`config.mk`:
```
export PLATFORM = sky130hd
export DESIGN_NAME = gtg_isqrt
export DESIGN_NICKNAME = d
export VERILOG_FILES = /design/src/sv/assert_macros.svh /design/src/sv/gtg_pkg.sv /design/src/sv/gtg_isqrt.sv
export SDC_FILE = /design/constraint.sdc
export NUM_CORES = 1
export LEC_CHECK = 0
export BUFFER_PORTS_ARGS = -buffer_cell sky130_fd_sc_hd__buf_2
export CAP_MARGIN = 10
export CORE_ASPECT_RATIO = 0.75
export CORE_UTILIZATION = 35
export CTS_CLUSTER_DIAMETER = 50
export DETAILED_ROUTE_END_ITERATION = 12
export GPL_TIMING_DRIVEN = 0
export HOLD_SLACK_MARGIN = 0.03
export PLACE_DENSITY = 0.58
export SYNTH_ARGS = -nofsm -noshare
export SYNTH_HDL_FRONTEND = slang
export SYNTH_SLANG_ARGS = --single-unit
```
`constraint.sdc`:
```
create_clock -name clock -period 4.7 [get_ports clock]
set_clock_uncertainty 0.05 [all_clocks]
set_input_delay 0.235 -clock clock [delete_from_list [all_inputs] [get_ports clock]]
set_output_delay 0.235 -clock clock [all_outputs]
set_load 0.05 [all_outputs]
```
`src/sv/assert_macros.svh`:
```
// Assertion macros used by the top-level RTL file of the go-to-goal controller.
`ifndef ASSERT_MACROS_SVH
`define ASSERT_MACROS_SVH
`ifndef SYNTHESIS
// Same-cycle implication, disabled during reset.
`define ASSERT_IMPLIES(lbl, clk, rst, pre, post, msg) \
   lbl: assert property (@(posedge clk) disable iff (rst) (pre) |-> (post)) \
      else $error(msg);
// Next-cycle implication, disabled during reset.
`define ASSERT_NEXT(lbl, clk, rst, pre, post, msg) \
   lbl: assert property (@(posedge clk) disable iff (rst) (pre) |=> (post)) \
      else $error(msg);
`else
`define ASSERT_IMPLIES(lbl, clk, rst, pre, post, msg)
`define ASSERT_NEXT(lbl, clk, rst, pre, post, msg)
`endif
`endif

```
`src/sv/gtg_pkg.sv`:
```
// Shared constants, register codes and the arctangent table of the go-to-goal controller.
package gtg_pkg;

   // Default number of CORDIC rotations
   localparam int CORDIC_STEPS_DEF = 16;
   // Result bits of the distance square root (radicand up to 34 bits)
   localparam int SQRT_STEPS = 17;

   // Datapath widths
   localparam int CORDIC_W = 36;   // x, y of the vectoring unit
   localparam int ANGLE_W  = 34;   // angle accumulator, Q30 radians
   localparam int RAD_W    = 34;   // dx*dx + dy*dy
   localparam int ROOT_W   = 17;   // distance, Q9.8
   localparam int REM_W    = 18;   // square root remainder

   // Configuration port
   localparam int CSR_IDX_W  = 8;
   localparam int CSR_DATA_W = 16;
   localparam logic [CSR_IDX_W-1:0] CSR_TARGET_X   = 8'd0;
   localparam logic [CSR_IDX_W-1:0] CSR_TARGET_Y   = 8'd1;
   localparam logic [CSR_IDX_W-1:0] CSR_GAIN       = 8'd2;
   localparam logic [CSR_IDX_W-1:0] CSR_MAX_SPEED  = 8'd3;
   localparam logic [CSR_IDX_W-1:0] CSR_ARRIVE_THR = 8'd4;
   localparam logic [CSR_IDX_W-1:0] CSR_TURN_THR   = 8'd5;

   // Register reset values
   localparam logic signed [15:0] TARGET_X_RST = 16'sd256;
   localparam logic signed [15:0] TARGET_Y_RST = 16'sd256;
   localparam logic [11:0] GAIN_RST       = 12'd256;
   localparam logic [14:0] MAX_SPEED_RST  = 15'd768;
   localparam logic [14:0] ARRIVE_THR_RST = 15'd26;
   localparam logic [14:0] TURN_THR_RST   = 15'd819;

   // pi/2 in Q30
   localparam logic signed [ANGLE_W-1:0] HALF_PI_Q30 = 34'sd1686629713;

   // Truncated atan(2^-i) in Q30
   function automatic logic signed [ANGLE_W-1:0] atan_q30(input int idx);
      logic signed [ANGLE_W-1:0] val;
      case (idx)
         0:  val = 34'sd843314856;
         1:  val = 34'sd497837829;
         2:  val = 34'sd263043836;
         3:  val = 34'sd133525158;
         4:  val = 34'sd67021686;
         5:  val = 34'sd33543515;
         6:  val = 34'sd16775850;
         7:  val = 34'sd8388437;
         8:  val = 34'sd4194282;
         9:  val = 34'sd2097149;
         10: val = 34'sd1048575;
         11: val = 34'sd524287;
         12: val = 34'sd262143;
         13: val = 34'sd131071;
         14: val = 34'sd65535;
         15: val = 34'sd32767;
         16: val = 34'sd16383;
         17: val = 34'sd8191;
         18: val = 34'sd4095;
         19: val = 34'sd2047;
         20: val = 34'sd1023;
         21: val = 34'sd511;
         22: val = 34'sd255;
         23: val = 34'sd127;
         default: val = 34'sd0;
      endcase
      return val;
   endfunction

endpackage

```
`src/sv/gtg_isqrt.sv`:
```
// Pipelined integer square root: one result bit per stage, padded with delay stages.
module gtg_isqrt #(
   parameter int DEPTH = gtg_pkg::SQRT_STEPS
) (
   input  logic                              clock,
   input  logic                              en,
   input  logic [gtg_pkg::RAD_W-1:0]         radicand,
   output logic [gtg_pkg::ROOT_W-1:0]        root
);

   localparam int SH_W = gtg_pkg::REM_W + 2;

   logic [gtg_pkg::RAD_W-1:0]  src_rad  [DEPTH];
   logic [gtg_pkg::REM_W-1:0]  src_rem  [DEPTH];
   logic [gtg_pkg::ROOT_W-1:0] src_root [DEPTH];
   logic [SH_W-1:0]            rem_sh   [DEPTH];
   logic [SH_W-1:0]            trial    [DEPTH];
   logic [SH_W-1:0]            diff     [DEPTH];
   logic [gtg_pkg::RAD_W-1:0]  rad_in   [DEPTH];
   logic [gtg_pkg::REM_W-1:0]  rem_in   [DEPTH];
   logic [gtg_pkg::ROOT_W-1:0] root_in  [DEPTH];
   logic [gtg_pkg::RAD_W-1:0]  rad_ff   [DEPTH];
   logic [gtg_pkg::REM_W-1:0]  rem_ff   [DEPTH];
   logic [gtg_pkg::ROOT_W-1:0] root_ff  [DEPTH];

   for (genvar i = 0; i < DEPTH; i++) begin : g_stage
      // Chain stage inputs
      if (i == 0) begin : g_first
         assign src_rad[i]  = radicand;
         assign src_rem[i]  = '0;
         assign src_root[i] = '0;
      end else begin : g_next
         assign src_rad[i]  = rad_ff[i-1];
         assign src_rem[i]  = rem_ff[i-1];
         assign src_root[i] = root_ff[i-1];
      end

      if (i < gtg_pkg::SQRT_STEPS) begin : g_iter
         // Bring down two radicand bits, try the next root bit
         assign rem_sh[i]  = {src_rem[i], src_rad[i][gtg_pkg::RAD_W-1 -: 2]};
         assign trial[i]   = {1'b0, src_root[i], 2'b01};
         assign diff[i]    = rem_sh[i] - trial[i];
         assign rad_in[i]  = {src_rad[i][gtg_pkg::RAD_W-3:0], 2'b00};
         assign rem_in[i]  = (rem_sh[i] >= trial[i]) ? diff[i][gtg_pkg::REM_W-1:0]
                                                     : rem_sh[i][gtg_pkg::REM_W-1:0];
         assign root_in[i] = {src_root[i][gtg_pkg::ROOT_W-2:0], (rem_sh[i] >= trial[i])};
      end else begin : g_pass
         assign rem_sh[i]  = '0;
         assign trial[i]   = '0;
         assign diff[i]    = '0;
         assign rad_in[i]  = src_rad[i];
         assign rem_in[i]  = src_rem[i];
         assign root_in[i] = src_root[i];
      end

      always_ff @(posedge clock) begin
         if (en) begin
            rad_ff[i]  <= rad_in[i];
            rem_ff[i]  <= rem_in[i];
            root_ff[i] <= root_in[i];
         end
      end
   end

   assign root = root_ff[DEPTH-1];

endmodule

```
==> out/summary.md <==
- **Starting Density** 35.5%
- **wire length after detailed routing** 57.2 mm
- **unrepaired setup endpoints after global routing** no
- **placeable core region** 90,000 um^2
- **clock tree from TritonCTS** done
- **portion of the post-synthesis area used by sequential elements** 65.2%
- **number of synthesized register bits** 693
- **Startpoint Class** register
- **EDFF count, synth** 693
- **leak pwr** 14.2 nW
- **Max Slew Vio Count** 0
- **peak per-stage delay on the critical path** 630 ps
- **top cell type's share of synthesized area** 65.2%
- **count of standard-cell rows** 95
- **average via count per standard cell** 4.83
- **maximum clock frequency** 0.247 GHz
- **antenna cells** 0
- **Cells after Synth** 2,378
- **Critical-path top delay cell** sky130_fd_sc_hd__o31ai_1
- **die outline area** 92,400 um^2
- **Die X** 351 um
- **ordered list of cells on the worst path** inv_1 -> ha_1 -> clkbuf_1 -> nand4_1 -> o31ai_1 -> a41oi_1 -> a21oi_1 -> clkbuf_1 -> clkbuf_1 -> a21oi_1
- **vias in the first global route** 18,600
- **count of buffering cells on the critical path with inverters included** 4
- **sum of internal, switching and leakage power** 0.0170 W
- **drt first-iter violations** 1,289
- **share of flip-flops with an asynchronous set or reset after synthesis** 0%
- **fin cells** 3,842
- **most frequently used flop master after synthesis** sky130_fd_sc_hd__edfxtp_1
- **post-detailed-route DRC marker count** 0
- **number of antenna violations at the first check in global routing** 0
- **post-synthesis cell type with the largest combined area** sky130_fd_sc_hd__edfxtp_1
- **dominant delay contributor by cell family on the critical path** compound AO/OA/AOI/OAI gates
- **TritonRoute pass-1 iters** 5
- **Slew headroom** 32.9%
- **# setup viols final** 0
- **routability cong.** 0.918
- **wire per inst** 14.9 um
- **total standard cell area after synthesis** 31,900 um^2
- **post_cts resized** 0
- **Hold Violations, Final** 0
- **maximum number of pins on one net before global-route repair** 137
- **power density over the cells** 459 nW/um^2
- **Final ANT Viol Nets** 0
- **Setup crit end kind** register
- **total global-route track usage** 12.4%
- **nets@finish** 2,767
- **total nets after synthesis** 2,585
- **# H-tree levels** 3
- **Longest Clk Path Bufs** 3
- **Worst VDD drop** 0.000279 V
- **layout cell share with drive strength beyond 1** 11.1%
- **wire length of the first global-routing pass** 93.7 mm
- **top cells by area in the synthesized netlist** sky130_fd_sc_hd__edfxtp_1 (65%), sky130_fd_sc_hd__ha_1 (6.7%), sky130_fd_sc_hd__xnor2_1 (2.8%)
- **CP Class** register to register
- **post-synthesis cell type count** 85
- **number of clock sinks** 693
- **die span in y** 264 um
- **hold crit path type** primary input to register
- **Via Count** 18,500
- **number of port buffers** 52
- **number of violations of the max-capacitance limit** 0
- **total CTS buffers** 86
- **result of the run** finished, final reports clean
- **transition at the pin with the smallest max-transition slack** 1000 ps
- **number of top-level pins** 53
- **fill cell count** 8,241
- **P&R area growth vs syn** 16.3%
- **clock-pin transition on the worst setup and hold timing paths** 60 ps
- **most prevalent standard cell on the critical path** sky130_fd_sc_hd__clkbuf_1
- **final period demand of the worst path** 4060 ps
- **ratio of final minimum period to clock period** 86.3%
- **highest net fanout along the worst path** 10
- **Arrival @ worst endpoint** 4340 ps
- **GR Overflow Total** 0
- **number of warnings issued by yosys** 0
- **worst path required time** 4980 ps
- **dpl hpwl** 39.6 mm
- **Clk Latency, worst-skew pair** 640 ps
- **Post-Place Cells** 3,648
- **average footprint of a synthesized cell** 13.4 um^2
- **clock root buffer** sky130_fd_sc_hd__clkbuf_16
[registers in the layout, summed over array words and instances (netlist names)]
register,count
rad_ff,272
rem_ff,268
root_ff,153
[timing repair]
item	CTS	global route
hold endpoints to repair	40	0
buffers inserted	0	0
setup endpoints to repair	0	0
hold buffers	36	0
[layer usage]
layer	track usage, %	part of all wire, %	vias up
met2	17.9	41	412
li1	-	-	9202
met4	3.72	2.3	0
met5	0	0	-
met3	3.35	6.3	101
met1	18.0	50	8827
[cell type report]
| class | instances | area [um^2] | share of cell area [%] |
|---|---|---|---|
| flip-flops and latches | 693 | 20800 | 56.1 |
| plain buffers | 46 | 258 | 0.694 |
| multi-input cells | 1428 | 10100 | 27.1 |
| repair buffers | 94 | 796 | 2.14 |
| clock buffers | 98 | 2220 | 5.98 |
| clock inverters | 60 | 661 | 1.78 |
| well taps | 1212 | 1520 | 4.09 |
| inverters | 211 | 792 | 2.13 |
[stage by stage]
step	cell area (um^2)	worst slack [ps]	hold WS [ps]	setup TNS, ps	util, %
3_3_place_gp	33700	-6970	350	-4739900	37.5
3_5_place_dp	33900	711	355	0	37.7
5_1_grt	37100	441	203	0	41.3
6_report	37100	644	252	0	41.3
4_1_cts	37100	689	193	0	41.3
2_1_floorplan	31900	1900	284	0	-
[cell families (layout without fill, tap and decap cells)]
family | count (synthesis) | in the layout | share of synthesized area, %
flops | 693 | 693 | 65.2
mux | 58 | 58 | 2.04
simple gates | 563 | 563 | 8.88
buf+inv | 257 | 509 | 3.29
compound gates | 444 | 444 | 8.67
other cells | 1 | 1 | 0.0117
fa+ha+maj | 171 | 171 | 6.70
xor+xnor | 191 | 191 | 5.24
[where the power goes]
| group | switching (W) | total [W] | internal (W) | leakage (nW) |
|---|---|---|---|---|
| Clock | 0.00266 | 0.00655 | 0.00390 | 1.37 |
| Combinational | 0.00139 | 0.00248 | 0.00109 | 6.21 |
| Sequential | 0.000354 | 0.00801 | 0.00766 | 6.63 |
[path summary, 6_finish.rpt]
| kind | start | endpoint | slack [ps] | cells after the start |
|---|---|---|---|---|
| setup / recovery | root_ff[0][241]$_DFFE_PP_ | rem_ff[0][275]$_DFFE_PP_ | 640 | 10 |
| hold / removal | radicand[7] | rad_ff[0][7]$_DFFE_PP_ | 250 | 2 |
| setup reg to reg | root_ff[0][241]$_DFFE_PP_ | rem_ff[0][275]$_DFFE_PP_ | 640 | 10 |
| hold reg to reg | rad_ff[0][316]$_DFFE_PP_ | rad_ff[0][350]$_DFFE_PP_ | 350 | 0 |
[synthesized netlist by cell type (11+ instances only)]
master,count
sky130_fd_sc_hd__nor4_1,29
sky130_fd_sc_hd__a21oi_1,154
sky130_fd_sc_hd__nor3_1,54
sky130_fd_sc_hd__inv_1,211
sky130_fd_sc_hd__or3_1,21
sky130_fd_sc_hd__mux2_2,48
sky130_fd_sc_hd__nor2b_1,21
sky130_fd_sc_hd__o31ai_1,13
sky130_fd_sc_hd__or4_1,16
sky130_fd_sc_hd__o21a_1,42
sky130_fd_sc_hd__buf_4,17
sky130_fd_sc_hd__a21o_1,36
sky130_fd_sc_hd__xor2_1,88
sky130_fd_sc_hd__ha_1,171
sky130_fd_sc_hd__a211oi_1,11
sky130_fd_sc_hd__clkbuf_1,20
sky130_fd_sc_hd__xnor2_1,103
sky130_fd_sc_hd__or2_2,12
sky130_fd_sc_hd__edfxtp_1,693
sky130_fd_sc_hd__nor2_1,167
sky130_fd_sc_hd__nand2b_1,32
sky130_fd_sc_hd__nand3_1,33
sky130_fd_sc_hd__o21ai_0,105
sky130_fd_sc_hd__nand2_1,112
sky130_fd_sc_hd__nand4_1,18
[layout by cell type (no fill, tap or decap), types with 9 or more instances in the layout]
cell and instances:
sky130_fd_sc_hd__nand3_1 33, sky130_fd_sc_hd__nand4_1 18, sky130_fd_sc_hd__o21a_1 42, sky130_fd_sc_hd__nand2_1 112, sky130_fd_sc_hd__a31oi_1 9, sky130_fd_sc_hd__o31ai_1 13
sky130_fd_sc_hd__ha_1 171, sky130_fd_sc_hd__clkinvlp_4 10, sky130_fd_sc_hd__nor2_1 167, sky130_fd_sc_hd__clkbuf_16 87, sky130_fd_sc_hd__xnor2_1 103, sky130_fd_sc_hd__or4_1 16
sky130_fd_sc_hd__or3_1 21, sky130_fd_sc_hd__and2_1 10, sky130_fd_sc_hd__buf_4 17, sky130_fd_sc_hd__xor2_1 88, sky130_fd_sc_hd__o21ai_0 105, sky130_fd_sc_hd__a21oi_1 154
sky130_fd_sc_hd__clkbuf_1 31, sky130_fd_sc_hd__clkinv_1 16, sky130_fd_sc_hd__inv_1 211, sky130_fd_sc_hd__edfxtp_1 693, sky130_fd_sc_hd__nor4_1 29, sky130_fd_sc_hd__nor3_1 54
sky130_fd_sc_hd__nand2b_1 32, sky130_fd_sc_hd__dlygate4sd3_1 36, sky130_fd_sc_hd__or2_2 12, sky130_fd_sc_hd__mux2_2 48, sky130_fd_sc_hd__buf_2 56, sky130_fd_sc_hd__a211oi_1 11
sky130_fd_sc_hd__a21o_1 36, sky130_fd_sc_hd__nor2b_1 21
Note: power is estimated with default switching activity, not from simulation.
